`config.mk`:
```
export PLATFORM = sky130hd
export DESIGN_NAME = scr_div
export DESIGN_NICKNAME = d
export VERILOG_FILES = /design/src/hdl/scr_pkg.sv /design/src/hdl/scr_div.sv
export SDC_FILE = /design/constraint.sdc
export NUM_CORES = 2
export LEC_CHECK = 0
export BUFFER_PORTS_ARGS = -buffer_cell sky130_fd_sc_hd__buf_2
export CORE_MARGIN = 3
export CORE_UTILIZATION = 66
export CTS_BUF_LIST = sky130_fd_sc_hd__clkbuf_8
export DETAILED_ROUTE_END_ITERATION = 8
export PLACE_DENSITY = 0.82
export SLEW_MARGIN = 30
export SYNTH_ARGS = -nofsm -noshare
export SYNTH_HDL_FRONTEND = slang
export SYNTH_SLANG_ARGS = --single-unit
```
`constraint.sdc`:
```
create_clock -name clk -period 6.8 [get_ports clk]
set_clock_uncertainty 0.2 [all_clocks]
set_input_delay 0.34 -clock clk [delete_from_list [all_inputs] [get_ports clk]]
set_output_delay 0.34 -clock clk [all_outputs]
set_load 0.1 [all_outputs]
```
`src/hdl/scr_pkg.sv`:
```
// Shared types, widths and constants for the sRGB contrast-ratio core.
// Holds the sRGB linearization table, built at elaboration by a constant function.
// No dependencies.
package scr_pkg;

  localparam int FRAC_BITS = 16;

  localparam int CODE_W    = 8;
  localparam int LIN_DEPTH = 256;
  localparam int LIN_W     = 17;                      // Q16, top entry is exactly 1.0
  localparam int WGT_W     = 16;
  localparam int PROD_W    = LIN_W + WGT_W;           // 33
  localparam int LUMA_W    = 33;                      // Q32 luminance, max exactly 2^32
  localparam int DEN_W     = 33;                      // luminance plus 0.05
  localparam int NUM_W     = DEN_W + FRAC_BITS + 1;   // scaled numerator plus rounding term
  localparam int RATIO_INT_W = 5;                     // integer part up to 21
  localparam int QUO_W     = FRAC_BITS + RATIO_INT_W;
  localparam int RATIO_W   = 21;

  localparam logic [WGT_W-1:0] W_RED   = 16'd13933;
  localparam logic [WGT_W-1:0] W_GREEN = 16'd46871;
  localparam logic [WGT_W-1:0] W_BLUE  = 16'd4732;

  localparam logic [DEN_W-1:0] OFFSET_Q32 = 33'd214748365;

  localparam logic [QUO_W-1:0] Q_MIN = QUO_W'(1) << FRAC_BITS;
  localparam logic [QUO_W-1:0] Q_MAX = QUO_W'(21) << FRAC_BITS;

  typedef struct packed {
    logic [CODE_W-1:0] red;
    logic [CODE_W-1:0] green;
    logic [CODE_W-1:0] blue;
  } rgb_t;

  typedef struct packed {
    rgb_t fg;
    rgb_t bg;
  } color_pair_t;

  typedef struct packed {
    logic [LUMA_W-1:0] fg;
    logic [LUMA_W-1:0] bg;
  } luma_pair_t;

  typedef struct packed {
    logic [NUM_W-1:0] num;
    logic [DEN_W-1:0] den;
  } div_op_t;

  typedef logic [LIN_W-1:0] lin_rom_t [LIN_DEPTH];

  // Q30 product, rounded to nearest
  function automatic logic [63:0] q30_mul(input logic [63:0] a, input logic [63:0] b);
    return (a * b + 64'd536870912) >> 30;
  endfunction

  function automatic logic [63:0] q30_pow5(input logic [63:0] y);
    logic [63:0] p;
    p = y;
    for (int k = 0; k < 4; k++) begin
      p = q30_mul(p, y);
    end
    return p;
  endfunction

  // One table entry: linear segment near black, else ((c + 0.055) / 1.055)^2.4 in Q16.
  // The 2.4 power is v^2 times the fifth root of v^2, found by bisection.
  function automatic logic [LIN_W-1:0] lin_entry(input int unsigned i);
    logic [63:0] num;
    logic [63:0] v;
    logic [63:0] v2;
    logic [63:0] lo;
    logic [63:0] hi;
    logic [63:0] mid;
    logic [63:0] ii;
    ii = 64'(i);
    if (i <= 10) begin
      return LIN_W'((ii * 64'd13107200 + 64'd329460) / 64'd658920);
    end
    num = ii * 64'd1000 + 64'd14025;
    v   = (num * 64'd2147483648 + 64'd269025) / 64'd538050;
    v2  = q30_mul(v, v);
    lo  = 64'd0;
    hi  = 64'd1073741824;
    for (int s = 0; s < 32; s++) begin
      if (lo < hi) begin
        mid = (lo + hi + 64'd1) >> 1;
        if (q30_pow5(mid) <= v2) begin
          lo = mid;
        end else begin
          hi = mid - 64'd1;
        end
      end
    end
    return LIN_W'((v2 * lo + 64'h0000_0800_0000_0000) >> 44);
  endfunction

  function automatic lin_rom_t build_lin_rom();
    lin_rom_t rom;
    for (int i = 0; i < LIN_DEPTH; i++) begin
      rom[i] = lin_entry(i);
    end
    return rom;
  endfunction

  localparam lin_rom_t LIN_ROM = build_lin_rom();

endpackage

```
`src/hdl/scr_div.sv`:
```
// Pipelined restoring divider, one quotient bit per stage.
// The ratio stays below 2^QUO_W, so the top dividend bits seed the remainder. Depends on scr_pkg.
module scr_div (
  input  logic                       clk,
  input  logic                       rst_n,
  input  logic                       up_vld,
  input  scr_pkg::div_op_t           up_op,
  output logic                       up_stall,
  output logic                       dn_vld,
  output logic [scr_pkg::QUO_W-1:0]  dn_quo,
  input  logic                       dn_stall
);

  localparam int QW = scr_pkg::QUO_W;
  localparam int DW = scr_pkg::DEN_W;
  localparam int NW = scr_pkg::NUM_W;

  logic          vld_r [QW];
  logic [DW-1:0] rem_r [QW];
  logic [DW-1:0] den_r [QW];
  logic [QW-1:0] low_r [QW];
  logic [QW-1:0] quo_r [QW];

  logic          src_vld [QW];
  logic [DW-1:0] src_rem [QW];
  logic [DW-1:0] src_den [QW];
  logic [QW-1:0] src_low [QW];
  logic [QW-1:0] src_quo [QW];

  logic [DW:0]   trial_w [QW];
  logic          ge_w    [QW];
  logic [DW-1:0] rem_nxt [QW];
  logic [QW-1:0] low_nxt [QW];
  logic [QW-1:0] quo_nxt [QW];

  logic          stall_w [QW+1];

  assign stall_w[QW] = dn_stall;

  for (genvar k = 0; k < QW; k++) begin : g_stall
    assign stall_w[k] = vld_r[k] && stall_w[k+1];
  end

  assign up_stall = stall_w[0];

  always_comb begin
    src_vld[0] = up_vld;
    src_rem[0] = DW'(up_op.num[NW-1:QW]);
    src_den[0] = up_op.den;
    src_low[0] = up_op.num[QW-1:0];
    src_quo[0] = '0;
    for (int k = 1; k < QW; k++) begin
      src_vld[k] = vld_r[k-1];
      src_rem[k] = rem_r[k-1];
      src_den[k] = den_r[k-1];
      src_low[k] = low_r[k-1];
      src_quo[k] = quo_r[k-1];
    end
    for (int k = 0; k < QW; k++) begin
      trial_w[k] = {src_rem[k], src_low[k][QW-1]};
      ge_w[k]    = trial_w[k] >= {1'b0, src_den[k]};
      if (ge_w[k]) begin
        rem_nxt[k] = DW'(trial_w[k] - {1'b0, src_den[k]});
      end else begin
        rem_nxt[k] = trial_w[k][DW-1:0];
      end
      low_nxt[k] = src_low[k] << 1;
      quo_nxt[k] = {src_quo[k][QW-2:0], ge_w[k]};
    end
  end

  always_ff @(posedge clk) begin
    if (!rst_n) begin
      for (int k = 0; k < QW; k++) begin
        vld_r[k] <= 1'b0;
      end
    end else begin
      for (int k = 0; k < QW; k++) begin
        if (!stall_w[k]) vld_r[k] <= src_vld[k];
      end
    end
  end

  always_ff @(posedge clk) begin
    for (int k = 0; k < QW; k++) begin
      if (!stall_w[k]) begin
        rem_r[k] <= rem_nxt[k];
        den_r[k] <= src_den[k];
        low_r[k] <= low_nxt[k];
        quo_r[k] <= quo_nxt[k];
      end
    end
  end

  assign dn_vld = vld_r[QW-1];
  assign dn_quo = quo_r[QW-1];

  a_rem_below_den: assert property (@(posedge clk) disable iff (!rst_n)
    vld_r[QW-1] |-> (rem_r[QW-1] < den_r[QW-1]))
    else $error("divider remainder not reduced");

endmodule

```
==> Implementation_results.wiki <==
{| class="wikitable"
! Metric !! Value
|-
| Run status || finished, final reports clean
|-
| Finished Core Util || 73.2%
|-
| Total core area || 148000 µm²
|-
| DR WL met2 || 124000 µm
|-
| Nature of the critical path startpoint || flip-flop
|-
| Count of hold buffers inserted by post-cts repair || 170
|-
| Post-synthesis to final-layout area growth || 9.97%
|-
| Yosys cell types || ~110
|-
| CTS H-tree depth || 5
|-
| Routed met1 length || between 90000 and 100000 µm
|-
| Post-placement worst setup slack || 2.04 ns
|-
| Uppermost metal layer occupied by signal nets || met5
|-
| Endpoint of the worst-slack reg-to-reg timing path || low_r[0][25]
|-
| Endpoint arrival time on the critical path || 4.87 ns
|-
| Via count of the routed design || 70900
|-
| Worst setup path startpoint || vld_r[2][4]
|-
| Net count, final || approximately 10000
|-
| Grt total ovfl || 0
|-
| DR pass1 iterations || 6
|-
| CTS root buf || clkbuf_8
|-
| Post-cts resize count || 0
|-
| Initial antenna violation count || 8
|-
| Routed length per instance || between 20 and 25 µm
|-
| Filler instances || just under 10000
|-
| Vert. Die Dim || 393 µm
|-
| Number of pins with negative max-slew slack in the final report || 0
|-
| Maximum root-to-sink buffer count || 4
|-
| Fin worst setup slack || between 1 and 1.5 ns
|-
| Tmin final || between 5 and 6 ns
|-
| Clock latency on the worst-skew pair || 1.02 ns
|-
| Number of flip-flops and latches in the synthesized netlist || between 1500 and 2000
|-
| Antenna Nets Post-Route || 0
|-
| Setup Buffers After CTS || 0
|-
| RD Place Congestion || 1.05
|-
| HPWL Detailed || roughly 190000 µm
|-
| Multi-input gate area in the final layout || approximately 40000 µm²
|-
| PortBufs || between 100 and 150
|-
| Maximum number of pins on one net before global-route repair || 76
|-
| Worst rel slew slack || 30.1%
|-
| Sequential cell area || around 54000 µm²
|-
| Clock tree from TritonCTS || done
|-
| I/O pin cnt || 110
|-
| RSZ-0062 raised after global routing || no
|-
| Starting DRT DRC Count || between 5000 and 6000
|-
| Largest voltage drop on the vdd net || ~0.00027 V
|-
| Synth warn || 0
|-
| Total power divided by cell area || between 400 and 500 nW/µm²
|-
| Syn Std Cell Area || approximately 99000 µm²
|-
| Net Count, Synth || 9554
|-
| Kind of critical path || reg2out
|-
| Length in cells of the worst reg-to-reg path || 9
|-
| Clock input transition at the sequential cells of the worst setup and hold paths || ~0.060 ns
|-
| Required time of the worst setup path || about 6.3 ns
|-
| Largest fanout on the critical path || 6
|-
| Mean instance size in the synthesized netlist || 11.3 µm²
|-
| Routed via count divided by cell count || ~6.2
|-
| Effective utilization at floorplan || about two thirds
|-
| Die area || roughly 150000 µm²
|-
| Final Hold Vio Count || 0
|-
| Row cnt || ~140
|-
| Post-layout total power || approximately 0.050 W
|-
| DR WL met3 || 14600 µm
|-
| Width of the chip || 393 µm
|-
| Max-cap check violation count || 0
|-
| Slew at the pin closest to its max-slew limit || a little over 1 ns
|-
| Tightest Hold Check Type || in2reg
|-
| Fraction of layout instances using a drive strength above 1 || around 9%
|-
| Proportion of synthesized chip area in sequential cells || 54.2%
|-
| Crit path to || up_stall
|-
| Setup violators final || 0
|-
| Share of flip-flops with an asynchronous set or reset || 0%
|-
| Most instantiated flip-flop cell in the synthesis netlist || edfxtp_1
|-
| Overall fraction of global-route tracks in use || 31.9%
|-
| Cts bufs inserted || between 300 and 400
|-
| Reg-to-reg critical path startpoint || vld_r[2][4]
|-
| Max Freq || around 180 MHz
|-
| First-pass GRT wire length || around 380000 µm
|-
| DR DRC count || 0
|-
| WL final || 248000 µm
|-
| Share of the clock period used by the worst path after layout || approximately four fifths
|-
| Via count of the first global-routing pass || between 70000 and 80000
|-
| Category of the worst setup path capture point || primary output
|-
| Setup TNS || 0 ns
|-
| Synthesized instance count || just under 9000
|-
| Number of enable-type register cells in the synthesized netlist || about 1800
|-
| Reported leakage power || 46.2 nW
|-
| Total clock sinks || around 1800
|-
| Worst reg2reg setup slack || between 1.5 and 2 ns
|}
-- synth_stat cells (29+ instances only) --
cell | count | area share (%)
a211oi_1 | 109 | 0.83
a21boi_0 | 36 | 0.27
a21o_1 | 304 | 2.3
a21oi_1 | 646 | 3.3
a31oi_1 | 54 | 0.34
and2_1 | 48 | 0.30
and3_1 | 93 | 0.59
buf_2 | 61 | 0.31
clkbuf_1 | 93 | 0.35
edfxtp_1 | 1781 | 54
ha_1 | 690 | 8.7
inv_1 | 894 | 3.4
mux2_2 | 141 | 1.6
nand2_1 | 714 | 2.7
nand2b_1 | 98 | 0.62
nand3_1 | 134 | 0.68
nand4_1 | 89 | 0.56
nor2_1 | 498 | 1.9
nor2b_1 | 100 | 0.63
nor3_1 | 130 | 0.66
nor4_1 | 47 | 0.30
o211ai_1 | 29 | 0.22
o21a_1 | 138 | 1.0
o21ai_0 | 570 | 2.9
o21ai_1 | 37 | 0.19
o21bai_1 | 68 | 0.52
o31ai_1 | 76 | 0.58
or2_2 | 41 | 0.26
or3_1 | 36 | 0.23
xnor2_1 | 267 | 2.4
xor2_1 | 201 | 1.8
-- registers in the layout (all words and copies together), names as in the netlist --
register and cells:
vld_r 21, rem_r 660, den_r 660, quo_r 231
low_r 210
-- worst min path at each step --
stage | depth (start not counted) | slack, ns | startpoint | to
global placement | 0 | 0.20 | low_r[0][72] | low_r[1][13]
global route | 3 | 0.03 | up_op[72] | rem_r[0][19]
floorplan | 0 | 0.20 | low_r[0][0] | low_r[0][21]
CTS | 3 | 0.005 | up_op[72] | rem_r[0][19]
detailed placement | 0 | 0.20 | low_r[0][15] | low_r[0][36]
finish | 3 | 0.06 | up_op[72] | rem_r[0][19]
-- metrics by stage --
stage	cell area, µm²	hold slack, ns	instances
detailed placement	101000	0.205	10700
floorplan	98700	0.200	8757
finish	109000	0.0642	11400
global route	109000	0.0267	11400
global placement	101000	0.200	10700
CTS	108000	0.00526	11400
-- report_power, final --
group          internal, W  switching, W  leakage, nW  total, W
clock              0.00473       0.00424         3.09   0.00897
combinational      0.00946        0.0138         24.2    0.0233
sequential          0.0163       0.00180         18.9    0.0181
-- logic make-up (layout without fill, tap and decap cells) --
| logic type | count (synthesis) | in the layout | share of synthesized area, % |
|---|---|---|---|
| XOR/XNOR | 468 | 468 | 4.15 |
| multiplexers | 188 | 188 | 2.15 |
| other | 0 | 4 | 0 |
| buffers and inverters | 1087 | 1751 | 4.34 |
| flip-flops | 1782 | 1782 | 54.2 |
| AND/OR/NAND/NOR | 2151 | 2151 | 10.5 |
| adder cells (fa/ha/maj) | 710 | 710 | 9.15 |
| AO/OA/AOI/OAI | 2371 | 2371 | 15.4 |
-- worst max-delay path, cell delays in order, from the launching register on --
cell      delay [ns]
edfxtp_1        0.40
and3_1          0.28
and3_1          0.39
and3_1          0.35
and4_1          0.45
and4_1          0.42
and3_1          0.41
and3_1          0.35
nand2_4         0.22
inv_1           0.14
buf_2           0.44
-- final cells by class --
class                      count  area share (%)
clock buffer                 314            3.98
timing repair buffer         334            2.47
inverter                     904            3.14
antenna                        4         0.00922
clock inverter               199            1.09
multi-input combinational   5888            37.8
tap                         1930            2.23
sequential                  1782            49.3
-- per-layer routing --
layer / global-route usage (%) / up-vias
li1: - / 33300
met1: 35.5 / 33900
met2: 56.3 / 2860
met3: 4.83 / 895
met4: 21.6 / 4
met5: 0 / -
-- placed cells by master (no fill, tap or decap), types with 36 or more instances in the layout --
cell type,count
edfxtp_1,1781
inv_1,955
nand2_1,706
ha_1,690
a21oi_1,646
o21ai_0,570
nor2_1,498
clkbuf_8,314
a21o_1,304
xnor2_1,267
xor2_1,201
dlygate4sd3_1,170
mux2_2,141
o21a_1,138
nand3_1,133
nor3_1,130
a211oi_1,109
buf_2,109
nor2b_1,100
nand2b_1,97
and3_1,92
nand4_1,89
o31ai_1,76
o21bai_1,68
clkinv_1,60
a31oi_1,54
buf_4,53
clkinv_2,50
and2_1,48
nor4_1,47
or2_2,41
o21ai_1,37
or3_1,36
a21boi_0,36
Note: power is estimated with default switching activity, not from simulation.
