<file path="config.mk">
export PLATFORM = sky130hd
export DESIGN_NAME = scr_order
export DESIGN_NICKNAME = d
export VERILOG_FILES = /design/src/hdl/scr_pkg.sv /design/src/hdl/scr_order.sv
export SDC_FILE = /design/constraint.sdc
export NUM_CORES = 1
export LEC_CHECK = 0
export ABC_AREA = 1
export ABC_CLOCK_PERIOD_IN_PS = 8100
export BUFFER_PORTS_ARGS = -buffer_cell sky130_fd_sc_hd__buf_2
export CAP_MARGIN = 15
export CORE_MARGIN = 10
export CORE_UTILIZATION = 63
export CTS_CLUSTER_DIAMETER = 60
export DETAILED_ROUTE_END_ITERATION = 7
export GPL_ROUTABILITY_DRIVEN = 0
export PLACE_DENSITY = 0.87
export SETUP_SLACK_MARGIN = 0.1
export SYNTH_ARGS = -nofsm -noshare
export SYNTH_HDL_FRONTEND = slang
export SYNTH_SLANG_ARGS = --single-unit
</file>
<file path="constraint.sdc">
create_clock -name clk -period 8.1 [get_ports clk]
set_clock_uncertainty 0.05 [all_clocks]
set_input_delay 0.81 -clock clk [delete_from_list [all_inputs] [get_ports clk]]
set_output_delay 0.81 -clock clk [all_outputs]
set_load 0.01 [all_outputs]
</file>
<file path="src/hdl/scr_pkg.sv">
// Shared types, widths and constants for the sRGB contrast-ratio core.
// Holds the sRGB linearization table, built at elaboration by a constant function.
// No dependencies.
package scr_pkg;

  localparam int FRAC_BITS = 16;

  localparam int CODE_W    = 8;
  localparam int LIN_DEPTH = 256;
  localparam int LIN_W     = 17;                      // Q16, top entry is exactly 1.0
  localparam int WGT_W     = 16;
  localparam int PROD_W    = LIN_W + WGT_W;           // 33
  localparam int LUMA_W    = 33;                      // Q32 luminance, max exactly 2^32
  localparam int DEN_W     = 33;                      // luminance plus 0.05
  localparam int NUM_W     = DEN_W + FRAC_BITS + 1;   // scaled numerator plus rounding term
  localparam int RATIO_INT_W = 5;                     // integer part up to 21
  localparam int QUO_W     = FRAC_BITS + RATIO_INT_W;
  localparam int RATIO_W   = 21;

  localparam logic [WGT_W-1:0] W_RED   = 16'd13933;
  localparam logic [WGT_W-1:0] W_GREEN = 16'd46871;
  localparam logic [WGT_W-1:0] W_BLUE  = 16'd4732;

  localparam logic [DEN_W-1:0] OFFSET_Q32 = 33'd214748365;

  localparam logic [QUO_W-1:0] Q_MIN = QUO_W'(1) << FRAC_BITS;
  localparam logic [QUO_W-1:0] Q_MAX = QUO_W'(21) << FRAC_BITS;

  typedef struct packed {
    logic [CODE_W-1:0] red;
    logic [CODE_W-1:0] green;
    logic [CODE_W-1:0] blue;
  } rgb_t;

  typedef struct packed {
    rgb_t fg;
    rgb_t bg;
  } color_pair_t;

  typedef struct packed {
    logic [LUMA_W-1:0] fg;
    logic [LUMA_W-1:0] bg;
  } luma_pair_t;

  typedef struct packed {
    logic [NUM_W-1:0] num;
    logic [DEN_W-1:0] den;
  } div_op_t;

  typedef logic [LIN_W-1:0] lin_rom_t [LIN_DEPTH];

  // Q30 product, rounded to nearest
  function automatic logic [63:0] q30_mul(input logic [63:0] a, input logic [63:0] b);
    return (a * b + 64'd536870912) >> 30;
  endfunction

  function automatic logic [63:0] q30_pow5(input logic [63:0] y);
    logic [63:0] p;
    p = y;
    for (int k = 0; k < 4; k++) begin
      p = q30_mul(p, y);
    end
    return p;
  endfunction

  // One table entry: linear segment near black, else ((c + 0.055) / 1.055)^2.4 in Q16.
  // The 2.4 power is v^2 times the fifth root of v^2, found by bisection.
  function automatic logic [LIN_W-1:0] lin_entry(input int unsigned i);
    logic [63:0] num;
    logic [63:0] v;
    logic [63:0] v2;
    logic [63:0] lo;
    logic [63:0] hi;
    logic [63:0] mid;
    logic [63:0] ii;
    ii = 64'(i);
    if (i <= 10) begin
      return LIN_W'((ii * 64'd13107200 + 64'd329460) / 64'd658920);
    end
    num = ii * 64'd1000 + 64'd14025;
    v   = (num * 64'd2147483648 + 64'd269025) / 64'd538050;
    v2  = q30_mul(v, v);
    lo  = 64'd0;
    hi  = 64'd1073741824;
    for (int s = 0; s < 32; s++) begin
      if (lo < hi) begin
        mid = (lo + hi + 64'd1) >> 1;
        if (q30_pow5(mid) <= v2) begin
          lo = mid;
        end else begin
          hi = mid - 64'd1;
        end
      end
    end
    return LIN_W'((v2 * lo + 64'h0000_0800_0000_0000) >> 44);
  endfunction

  function automatic lin_rom_t build_lin_rom();
    lin_rom_t rom;
    for (int i = 0; i < LIN_DEPTH; i++) begin
      rom[i] = lin_entry(i);
    end
    return rom;
  endfunction

  localparam lin_rom_t LIN_ROM = build_lin_rom();

endpackage

</file>
<file path="src/hdl/scr_order.sv">
// Orders the two luminances, adds the 0.05 flare term and forms the rounded dividend.
// Three stages. Depends on scr_pkg.
module scr_order (
  input  logic                 clk,
  input  logic                 rst_n,
  input  logic                 up_vld,
  input  scr_pkg::luma_pair_t  up_luma,
  output logic                 up_stall,
  output logic                 dn_vld,
  output scr_pkg::div_op_t     dn_op,
  input  logic                 dn_stall
);

  logic                       s0_vld_r;
  logic [scr_pkg::LUMA_W-1:0] hi_r, lo_r, hi_nxt, lo_nxt;

  logic                       s1_vld_r;
  logic [scr_pkg::DEN_W-1:0]  hio_r, loo_r, hio_nxt, loo_nxt;

  logic                       s2_vld_r;
  scr_pkg::div_op_t           op_r, op_nxt;

  logic st0, st1, st2;

  assign st2      = s2_vld_r && dn_stall;
  assign st1      = s1_vld_r && st2;
  assign st0      = s0_vld_r && st1;
  assign up_stall = st0;

  always_comb begin
    if (up_luma.fg > up_luma.bg) begin
      hi_nxt = up_luma.fg;
      lo_nxt = up_luma.bg;
    end else begin
      hi_nxt = up_luma.bg;
      lo_nxt = up_luma.fg;
    end
    hio_nxt    = scr_pkg::DEN_W'(hi_r) + scr_pkg::OFFSET_Q32;
    loo_nxt    = scr_pkg::DEN_W'(lo_r) + scr_pkg::OFFSET_Q32;
    // half the divisor added up front gives round-to-nearest
    op_nxt.num = (scr_pkg::NUM_W'(hio_r) << scr_pkg::FRAC_BITS)
               + scr_pkg::NUM_W'(loo_r >> 1);
    op_nxt.den = loo_r;
  end

  always_ff @(posedge clk) begin
    if (!rst_n) begin
      s0_vld_r <= 1'b0;
      s1_vld_r <= 1'b0;
      s2_vld_r <= 1'b0;
    end else begin
      if (!st0) s0_vld_r <= up_vld;
      if (!st1) s1_vld_r <= s0_vld_r;
      if (!st2) s2_vld_r <= s1_vld_r;
    end
  end

  always_ff @(posedge clk) begin
    if (!st0) begin
      hi_r <= hi_nxt;
      lo_r <= lo_nxt;
    end
    if (!st1) begin
      hio_r <= hio_nxt;
      loo_r <= loo_nxt;
    end
    if (!st2) op_r <= op_nxt;
  end

  assign dn_vld = s2_vld_r;
  assign dn_op  = op_r;

  a_hi_not_below_lo: assert property (@(posedge clk) disable iff (!rst_n)
    s1_vld_r |-> (hio_r >= loo_r))
    else $error("ordered luminances swapped");

endmodule

</file>
==> flow_summary.rst, run 1 <==
.. list-table::
   :header-rows: 1

   * - Metric
     - Value
   * - Cell at the root of the clock tree
     - sky130_fd_sc_hd__clkbuf_16
   * - Fraction of layout instances using a drive strength above 1
     - 0.144
   * - Total grt overflow
     - 0
   * - Syn-to-layout area delta
     - 13.5%
   * - Final core occ
     - 0.733
   * - DRT Pass-1 Iters
     - 6
   * - Stages on the worst setup path
     - 8
   * - Vertical die dimension
     - 156 µm
   * - Full die area
     - 24,500 µm²
   * - Critical setup path kind
     - input pin to primary output
   * - Worst min-delay path class
     - flip-flop to flip-flop
   * - Kind of start point of the critical path
     - input pin
   * - Drt drc
     - 0
   * - Leakage
     - 6.46 nW
   * - Initial antenna violation count
     - 3
   * - Final wirelength
     - 27,700 µm
   * - Crit Path Max Fanout
     - 69
   * - Maximum achievable frequency
     - 272 MHz
   * - Status
     - complete, no violations
   * - MaxCap Viol Count
     - 0
   * - Dominant cell type by area after synthesis
     - sky130_fd_sc_hd__edfxtp_1
   * - IR drop worst, VDD
     - 0.159 mV
   * - Ranking of synthesized cells by instance count
     - sky130_fd_sc_hd__nand2_1, sky130_fd_sc_hd__edfxtp_1, sky130_fd_sc_hd__inv_1
   * - Final period demand of the worst path
     - 3.67 ns
   * - Setup violations, final
     - 0
   * - HPWL reported at the end of detailed placement
     - 20,800 µm
   * - Power density cells
     - 282 nW/µm²
   * - Post-Synthesis Net Count
     - 1,458
   * - Dominant synthesized flop cell
     - sky130_fd_sc_hd__edfxtp_1
   * - CTS Buf Count
     - 21
   * - Number of cells on the worst reg-to-reg path
     - 8
   * - Type of element capturing the critical path
     - primary output
   * - CP Cell Sequence
     - buf_2, nand2_2, buf_4, nor2_1, inv_2, buf_4, nor2_1, buf_2
   * - Post-route antenna net violation count
     - 0
   * - Count of filler cells inserted in the layout
     - 1,267
   * - Unrepaired setup endpoints after global routing
     - false
   * - Final Hold Fails
     - 0
   * - DR WL/cell
     - 16.0 µm
   * - Data required time of the critical path
     - 7.24 ns
   * - Slowest Stage Delay on Critical Path
     - 0.63 ns
   * - Area fraction of the dominant cell type after synthesis
     - 0.510
   * - Width of the die
     - 156 µm
   * - Vias in the first global route
     - 9,259
   * - Data arrival time of the critical path
     - 2.81 ns
   * - Least-Margin Pin Slew
     - 0.850 ns
   * - Number of vias per cell after detailed routing
     - 5.60
   * - FF+latch count, synth
     - 202
   * - Hold wc startpoint
     - loo_r[8]$_DFFE_PN_
   * - CP bufs+invs
     - 5
   * - Clock Sinks
     - 202
   * - Worst-path clk slew
     - 0.06 ns
   * - Insertion delay of the later-clocked pin in the worst-skew pair
     - 0.52 ns
   * - Overall routing resource usage
     - 0.221
   * - Number of resized instances in the post-cts repair step
     - 0
   * - # port buffers
     - 154
   * - Overall via count from detail_route
     - 9,678
   * - Post-CTS Hold Buffers
     - 0
   * - CP top delay family
     - buffers and inverters
   * - Start of the worst register-to-register path
     - dn_vld$_SDFFE_PN0N_
   * - End point of the most critical hold path
     - dn_op[40]$_DFFE_PN_
   * - Max-slew headroom
     - 0.434
   * - Fraction of registers with async set/reset
     - 0
   * - Yosys warning total
     - 0
   * - Initial Util
     - 0.646
   * - Critical path origin
     - dn_stall
   * - Cell area after synthesis
     - 11,700 µm²
   * - Library cell with the highest instance count after synthesis
     - sky130_fd_sc_hd__nand2_1
   * - Top cells by area, synth
     - sky130_fd_sc_hd__edfxtp_1, sky130_fd_sc_hd__nand2_1, sky130_fd_sc_hd__inv_1
   * - Synthesized area per cell
     - 8.78 µm²
   * - Slowest CP cell
     - sky130_fd_sc_hd__buf_4
   * - Setup Buffers After CTS
     - 0
   * - Detailed Route Iter0 Violations
     - 1,163
   * - First-pass GRT wire length
     - 44,600 µm
   * - Count of different cell masters after synthesis
     - 38
   * - Period utilisation layout
     - 0.453
   * - Hold-critical path depth
     - 0
   * - Endpoint of the lowest-slack register-to-register path
     - hi_r[28]$_DFFE_PN_
   * - Setup tns final
     - 0 ns
   * - Portion of the post-synthesis area used by sequential elements
     - 0.515
   * - I/O Pins
     - 155
   * - Number of flops mapped to enable cells by yosys
     - 199
   * - Pin count of the biggest net entering global routing
     - 70
   * - Cell count after synthesis
     - 1,336
   * - Count of H-tree levels built during CTS
     - 1
   * - Final-stage net count
     - 1,603
   * - CTS Buffer Depth
     - 3
   * - Worst-case register-to-register setup slack
     - 4.88 ns
   * - Core Area
     - 18,100 µm²
   * - Placement row count
     - 49
   * - CTS tree
     - built
   * - Final slew viol count
     - 0
## placed cells by master (no fill, tap or decap), types with 2 or more instances in the layout
cell type / n
sky130_fd_sc_hd__nor2_1: 98
sky130_fd_sc_hd__a22oi_1: 2
sky130_fd_sc_hd__clkbuf_8: 3
sky130_fd_sc_hd__buf_4: 4
sky130_fd_sc_hd__dfxtp_1: 3
sky130_fd_sc_hd__edfxtp_1: 199
sky130_fd_sc_hd__inv_1: 174
sky130_fd_sc_hd__clkinv_4: 2
sky130_fd_sc_hd__clkinv_2: 3
sky130_fd_sc_hd__and2_1: 2
sky130_fd_sc_hd__o21bai_1: 3
sky130_fd_sc_hd__a21oi_1: 51
sky130_fd_sc_hd__nand2_2: 4
sky130_fd_sc_hd__xnor2_1: 5
sky130_fd_sc_hd__nor4_1: 2
sky130_fd_sc_hd__nor3_2: 2
sky130_fd_sc_hd__ha_1: 51
sky130_fd_sc_hd__xor2_1: 58
sky130_fd_sc_hd__nor2_2: 2
sky130_fd_sc_hd__o21ai_0: 33
sky130_fd_sc_hd__clkbuf_1: 3
sky130_fd_sc_hd__nand2_4: 2
sky130_fd_sc_hd__nand3_1: 127
sky130_fd_sc_hd__clkbuf_16: 21
sky130_fd_sc_hd__bufinv_16: 4
sky130_fd_sc_hd__buf_2: 154
sky130_fd_sc_hd__nand2_1: 417
sky130_fd_sc_hd__nor3_1: 13
sky130_fd_sc_hd__o211ai_1: 2
sky130_fd_sc_hd__inv_2: 2
sky130_fd_sc_hd__diode_2: 4
sky130_fd_sc_hd__nand3b_1: 11
sky130_fd_sc_hd__or2_2: 5
sky130_fd_sc_hd__nor2_4: 2
sky130_fd_sc_hd__nand4_1: 16
sky130_fd_sc_hd__a21o_1: 5
## flip-flops by register name, summed over array words and instances (netlist names)
register / flops
dn_op: 67
dn_vld: 1
hi_r: 33
hio_r: 33
lo_r: 33
loo_r: 33
s0_vld_r: 1
s1_vld_r: 1
## per-layer routing
| layer | part of all wire | GRT usage |
|---|---|---|
| met5 | 0 | 0 |
| met4 | 0.026 | 0.0804 |
| met3 | 0.097 | 0.0345 |
| met2 | 0.47 | 0.373 |
| met1 | 0.41 | 0.284 |
## worst register-to-register path: cells and delay by family, from the launching register on
family / cells / cell delay (ns)
buf+inv: 5 / 2.03
flops: 1 / 0.31
simple gates: 3 / 0.39
## cell type report
class,instances,area (µm²),area share
inverters,176,661,0.0497
diodes,4,10.0,0.000752
clock inverters,11,169,0.0127
clock buffers,27,578,0.0434
multi-input cells,922,4760,0.358
repair buffers,158,801,0.0602
well taps,229,287,0.0215
flip-flops and latches,202,6040,0.454
## where the power goes
group	switching [mW]	internal, mW	leakage, nW	total, mW
sequential	0.164	1.50	2.15	1.66
combinational	0.684	0.380	3.95	1.06
clock	0.391	0.634	0.365	1.03
total	1.24	2.51	6.46	3.75
## metrics by stage
step | setup WS [ns] | hold WS (ns) | std cells | area (µm²) | total power, mW
after floorplan | 2.18 | 0.350 | 1336 | 11700 | 2.36
after global placement | 4.37 | 0.355 | 1687 | 12500 | 2.67
after detailed placement | 4.29 | 0.355 | 1687 | 12500 | 2.72
after CTS | 4.39 | 0.369 | 1725 | 13300 | 3.75
after global routing | 4.21 | 0.375 | 1729 | 13300 | 3.95
final | 4.43 | 0.367 | 1729 | 13300 | 3.75
## how the worst max path moves through the flow
stage,to,slack [ns]
2_1_floorplan,hi_r[0]$_DFFE_PN_,2.18
3_3_place_gp,hi_r[26]$_DFFE_PN_,4.37
3_5_place_dp,hi_r[32]$_DFFE_PN_,4.29
4_1_cts,up_stall,4.39
5_1_grt,up_stall,4.21
6_report,up_stall,4.43
## kinds of logic (layout without fill, tap and decap cells)
family / after synthesis / after routing / share of synthesized area
compound gates: 100 / 100 / 0.0460
xor+xnor: 63 / 63 / 0.0471
fa+ha+maj: 52 / 52 / 0.0561
buf+inv: 212 / 372 / 0.0792
flops: 202 / 202 / 0.515
other cells: 0 / 4 / 0
simple gates: 707 / 707 / 0.257
Note: power is estimated with default switching activity, not from simulation.
==> inputs of run 2 (changes only) <==
- ABC_CLOCK_PERIOD_IN_PS: 8100 -> 2900
- CORE_UTILIZATION: 63 -> 53
- PLACE_DENSITY: 0.87 -> 0.78
- clock period: 8.1 -> 2.9 ns (I/O delays scaled with it)
==> flow_summary.rst, run 2 (synthesis gave the netlist of run 1 again) <==
.. list-table::
   :header-rows: 1

   * - Metric
     - Value
   * - Status
     - complete, no violations
   * - Final design instance area without fill
     - 13,300 µm²
   * - Width of the die
     - 169 µm
   * - Full die area
     - 28,500 µm²
   * - Final worst setup slack
     - 0.574 ns
   * - Detailed Route Iter0 Violations
     - 929
   * - Post-route antenna net violation count
     - 0
   * - Overall routing resource usage
     - 0.184
   * - Overall power after layout
     - 9.95 mW
   * - Final Hold Fails
     - 0
   * - Number of vias per cell after detailed routing
     - 5.32
   * - Total grt overflow
     - 0
   * - Final wirelength
     - 27,000 µm
   * - Count of H-tree levels built during CTS
     - 1
   * - I/O Pins
     - 155
   * - Period utilisation layout
     - 0.802
   * - CTS tree
     - built
   * - Data required time of the critical path
     - 3.08 ns
   * - Insertion delay of the later-clocked pin in the worst-skew pair
     - 0.49 ns
   * - Vias in the first global route
     - 9,014
   * - Setup violations, final
     - 0
   * - Initial antenna violation count
     - 1
   * - DRT Pass-1 Iters
     - 8
   * - Vertical die dimension
     - 169 µm
   * - Final-layout worst hold slack
     - 0.0487 ns
   * - First-pass GRT wire length
     - 43,900 µm
   * - Core Area
     - 21,800 µm²
   * - Final-stage net count
     - 1,610
   * - Max reg flops
     - 67
   * - Placement row count
     - 54
   * - IR drop worst, VDD
     - 0.355 mV
   * - Most frequent cells in the layout
     - sky130_fd_sc_hd__nand2_1, sky130_fd_sc_hd__edfxtp_1, sky130_fd_sc_hd__inv_1
   * - Least-Margin Pin Slew
     - 0.844 ns
   * - Placement-stage worst setup slack
     - 0.468 ns
   * - MaxCap Viol Count
     - 0
   * - Worst min-delay path class
     - input pin to flip-flop
   * - Clock Sinks
     - 202
   * - Maximum achievable frequency
     - 430 MHz
   * - Count of filler cells inserted in the layout
     - 1,790
   * - HPWL reported at the end of detailed placement
     - 21,700 µm
   * - Type of element capturing the critical path
     - flip-flop
   * - Pin count of the biggest net entering global routing
     - 69
   * - Max-slew headroom
     - 0.437
   * - Initial Util
     - 0.537
   * - Placed cell areas
     - 12,700 µm²
   * - CTS Buffer Depth
     - 3
   * - Power density cells
     - 746 nW/µm²
   * - Critical setup path kind
     - flip-flop to flip-flop
   * - Setup Buffers After CTS
     - 0
   * - CTS Buf Count
     - 20
   * - Data arrival time of the critical path
     - 2.50 ns
   * - Worst-path clk slew
     - 0.06 ns
   * - Overall via count from detail_route
     - 9,468
   * - Final period demand of the worst path
     - 2.33 ns
   * - DR WL/cell
     - 15.2 µm
   * - Crit Path Max Fanout
     - 4
   * - # port buffers
     - 154
   * - Leakage
     - 6.43 nW
   * - Final slew viol count
     - 0
   * - Unrepaired setup endpoints after global routing
     - false
   * - Fraction of layout instances using a drive strength above 1
     - 0.145
   * - Commonest non-fill, non-tap cell in the layout
     - sky130_fd_sc_hd__nand2_1
   * - Drt drc
     - 0
   * - Kind of start point of the critical path
     - flip-flop
   * - Setup tns final
     - 0 ns
   * - Cell at the root of the clock tree
     - sky130_fd_sc_hd__clkbuf_16
   * - Syn-to-layout area delta
     - 13.7%
## run 2: worst max-delay path: stages, from the launching register on
cell and delay [ns]:
sky130_fd_sc_hd__edfxtp_1 0.40, sky130_fd_sc_hd__ha_1 0.28, sky130_fd_sc_hd__fa_1 0.42, sky130_fd_sc_hd__nand2_1 0.09, sky130_fd_sc_hd__nand2_1 0.06, sky130_fd_sc_hd__nand3b_1 0.08
sky130_fd_sc_hd__nand2_1 0.13, sky130_fd_sc_hd__nand3_1 0.10, sky130_fd_sc_hd__nand2_1 0.15, sky130_fd_sc_hd__nand2_1 0.12, sky130_fd_sc_hd__nand2_1 0.05, sky130_fd_sc_hd__nand2_1 0.05
sky130_fd_sc_hd__nand2_1 0.08
## run 2: final cells by class
cell class                      instances  area, µm²  share of cell area
Tap cell                              280        350              0.0263
Clock buffer                           24        547              0.0410
Sequential cell                       202       6040               0.453
Timing Repair Buffer                  166        881              0.0661
Inverter                              176        668              0.0501
Clock inverter                         10       53.8             0.00403
Multi-Input combinational cell        922       4790               0.359
Antenna cell                            1       2.50            0.000188
## run 2: routing by layer
layer  vias up  global-route usage  routed length, µm
met5         -                   0                  0
met4         0              0.0537                588
met3        49              0.0343               2460
met2       428               0.301              12300
met1      4297               0.245              11600
li1       4694                   -                  -
## run 2: path summary, 6_finish.rpt
kind | to | slack, ns | cells past startpoint | from
worst max-delay path | dn_op[67]$_DFFE_PN_ | 0.57 | 12 | hio_r[0]$_DFFE_PN_
worst min-delay path | lo_r[32]$_DFFE_PN_ | 0.05 | 3 | up_luma[32]
worst max register to register | dn_op[67]$_DFFE_PN_ | 0.57 | 12 | hio_r[0]$_DFFE_PN_
worst min register to register | dn_op[37]$_DFFE_PN_ | 0.37 | 0 | loo_r[5]$_DFFE_PN_
## run 2: repair_timing
| item | CTS | global route |
|---|---|---|
| gates resized for setup | 0 | 0 |
| endpoints found under the hold margin | 3 | 0 |
| setup endpoints to repair | 0 | 0 |
| hold buffers | 3 | 0 |
## run 2: report_power, final
group | switching, mW | leakage, nW | total, mW | internal, mW
clock | 1.03 | 0.289 | 2.37 | 1.34
sequential | 0.447 | 2.15 | 4.63 | 4.19
combinational | 1.88 | 3.99 | 2.95 | 1.07
## run 2: metrics by stage
step / instances / util
after floorplan: 1336 / -
after global placement: 1743 / 0.582
after detailed placement: 1743 / 0.582
after CTS: 1780 / 0.611
after global routing: 1781 / 0.611
final: 1781 / 0.611
==> inputs of run 3 (changes only) <==
- ABC_CLOCK_PERIOD_IN_PS: 2900 -> 2400
- CORE_UTILIZATION: 53 -> 59
- PLACE_DENSITY: 0.78 -> 0.82
- clock period: 2.9 -> 2.4 ns (I/O delays scaled with it)
==> flow_summary.rst, run 3 (synthesis gave the netlist of run 1 again) <==
.. list-table::
   :header-rows: 1

   * - Metric
     - Value
   * - DRT Pass-1 Iters
     - 6
   * - Clock network fraction of total power
     - 0.250
   * - Pin count of the biggest net entering global routing
     - 69
   * - CTS tree
     - built
   * - Total grt overflow
     - 0
   * - Post-route antenna net violation count
     - 0
   * - Period utilisation layout
     - 0.943
   * - Flop pwr share
     - 0.447
   * - Full die area
     - 25,900 µm²
   * - Final-stage net count
     - 1,631
   * - Initial Util
     - 0.601
   * - Number of vias per cell after detailed routing
     - 5.46
   * - Width of the die
     - 161 µm
   * - Commonest non-fill, non-tap cell in the layout
     - sky130_fd_sc_hd__nand2_1
   * - Overall via count from detail_route
     - 9,763
   * - Placement row count
     - 51
   * - Overall power after layout
     - 12.6 mW
   * - Internal power consumption
     - 8.38 mW
   * - Fraction of power spent switching nets
     - 0.333
   * - Clock Sinks
     - 202
   * - CTS Buf Count
     - 20
   * - Drt drc
     - 0
   * - Antenna diode count
     - 0
   * - Crit Path Max Fanout
     - 17
   * - Worst-path clk slew
     - 0.06 ns
   * - Data arrival time of the critical path
     - 2.45 ns
   * - Fraction of layout instances using a drive strength above 1
     - 0.168
   * - Vias in the first global route
     - 9,374
   * - Overall routing resource usage
     - 0.211
   * - Detailed Route Iter0 Violations
     - 852
   * - Core Area
     - 19,500 µm²
   * - Final core occ
     - 0.708
   * - Count of H-tree levels built during CTS
     - 1
   * - Syn-to-layout area delta
     - 17.8%
   * - Worst min-delay path class
     - input pin to flip-flop
   * - Max reg flops
     - 67
   * - First-pass GRT wire length
     - 45,800 µm
   * - I/O Pins
     - 155
   * - Data required time of the critical path
     - 2.58 ns
   * - Most frequent cells in the layout
     - sky130_fd_sc_hd__nand2_1, sky130_fd_sc_hd__edfxtp_1, sky130_fd_sc_hd__inv_1
   * - Least-Margin Pin Slew
     - 0.845 ns
   * - # port buffers
     - 154
   * - Insertion delay of the later-clocked pin in the worst-skew pair
     - 0.50 ns
   * - Maximum achievable frequency
     - 442 MHz
   * - Max-slew headroom
     - 0.437
   * - Final period demand of the worst path
     - 2.26 ns
   * - Final Hold Fails
     - 0
   * - DR WL/cell
     - 16.0 µm
   * - CTS Buffer Depth
     - 3
   * - Final wirelength
     - 28,700 µm
   * - Type of element capturing the critical path
     - flip-flop
   * - Final slew viol count
     - 0
   * - MaxCap Viol Count
     - 0
   * - Vertical die dimension
     - 161 µm
   * - IR drop worst, VDD
     - 0.417 mV
   * - Setup violations, final
     - 0
   * - Power density cells
     - 909 nW/µm²
   * - Initial antenna violation count
     - 0
   * - Leakage
     - 6.62 nW
   * - HPWL reported at the end of detailed placement
     - 21,600 µm
   * - Status
     - complete, no violations
   * - Kind of start point of the critical path
     - input pin
   * - Cell at the root of the clock tree
     - sky130_fd_sc_hd__clkbuf_16
   * - Critical setup path kind
     - input pin to flip-flop
   * - Unrepaired setup endpoints after global routing
     - true
   * - Combinational group share of total power
     - 0.303
   * - Sw power
     - 4.18 mW
==> run 3: changes by cell type in the layout (fill, tap and decap cells not counted), moves of 4 or more <==
cell / before / now
sky130_fd_sc_hd__ha_4: 0 / 6
sky130_fd_sc_hd__nand2_2: 3 / 9
sky130_fd_sc_hd__dlygate4sd3_1: 3 / 15
sky130_fd_sc_hd__nor2_1: 96 / 91
sky130_fd_sc_hd__nand2_1: 417 / 410
sky130_fd_sc_hd__ha_1: 51 / 43
sky130_fd_sc_hd__a21oi_2: 0 / 4
sky130_fd_sc_hd__a21oi_1: 51 / 47
==> run 3: final timing paths <==
kind	start	endpoint	slack, ns	cells after the start
max	up_luma[28]	hi_r[14]$_DFFE_PN_	0.14	16
min	up_luma[7]	hi_r[7]$_DFFE_PN_	0.01	3
max reg2reg	loo_r[17]$_DFFE_PN_	dn_op[71]$_DFFE_PN_	0.19	12
min reg2reg	loo_r[3]$_DFFE_PN_	dn_op[35]$_DFFE_PN_	0.37	0
==> run 3: power by group through the flow <==
| stage | registers, mW | logic (mW) | clock network [mW] |
|---|---|---|---|
| 6_report | 5.61 | 3.81 | 3.14 |
| 5_1_grt | 5.69 | 4.27 | 3.32 |
| 4_1_cts | 5.58 | 3.67 | 3.19 |
| 3_5_place_dp | 5.64 | 3.62 | 0 |
| 3_3_place_gp | 5.61 | 3.51 | 0 |
| 2_1_floorplan | 5.70 | 2.25 | 0 |
==> run 3: routing by layer <==
metal  track usage  vias to the layer above  part of all wire
met5             0                        -                 0
met4        0.0736                        0             0.034
met3        0.0414                       78             0.095
met2         0.349                      489              0.47
met1         0.272                     4446              0.40
li1              -                     4750                 -
==> run 3: layout make-up <==
type / count / area, µm²
Fill cell: 1411 / 5710
Timing Repair Buffer: 187 / 1150
Clock inverter: 8 / 92.6
Tap cell: 265 / 332
Multi-Input combinational cell: 922 / 4970
Sequential cell: 202 / 6040
Inverter: 176 / 668
Clock buffer: 27 / 568
==> run 3: stage by stage <==
step / cell area [µm²] / std cells / TNS (ns) / setup WS, ns / hold WS (ns)
floorplan: 11800 / 1336 / -76.31 / -1.16 / 0.306
global placement: 12800 / 1732 / 0 / 0.210 / 0.351
detailed placement: 12800 / 1732 / 0 / 0.147 / 0.355
CTS: 13600 / 1782 / 0 / 0.131 / 0.00172
global route: 13800 / 1787 / 0 / 0.0604 / 0.0215
finish: 13800 / 1787 / 0 / 0.136 / 0.0142
==> run 3: critical path, stage by stage <==
cell,delay (ns)
sky130_fd_sc_hd__dlygate4sd3_1,0.52
sky130_fd_sc_hd__buf_2,0.13
sky130_fd_sc_hd__inv_1,0.04
sky130_fd_sc_hd__ha_1,0.30
sky130_fd_sc_hd__nand2_2,0.08
sky130_fd_sc_hd__nor2_4,0.14
sky130_fd_sc_hd__nand2_4,0.08
sky130_fd_sc_hd__nor2_4,0.13
sky130_fd_sc_hd__nand3_2,0.08
sky130_fd_sc_hd__nand2_2,0.08
sky130_fd_sc_hd__nor2_4,0.04
sky130_fd_sc_hd__nand2_4,0.13
sky130_fd_sc_hd__nand2_8,0.10
sky130_fd_sc_hd__buf_12,0.16
sky130_fd_sc_hd__nand2_1,0.08
sky130_fd_sc_hd__nand2_1,0.09
==> run 3: timing repair <==
item | in CTS | in global routing
gates resized for setup | 0 | 36
endpoints found under the setup margin | 0 | 84
setup buffers | 0 | 3
hold endpoints to repair | 15 | 0
hold buffers | 15 | 0
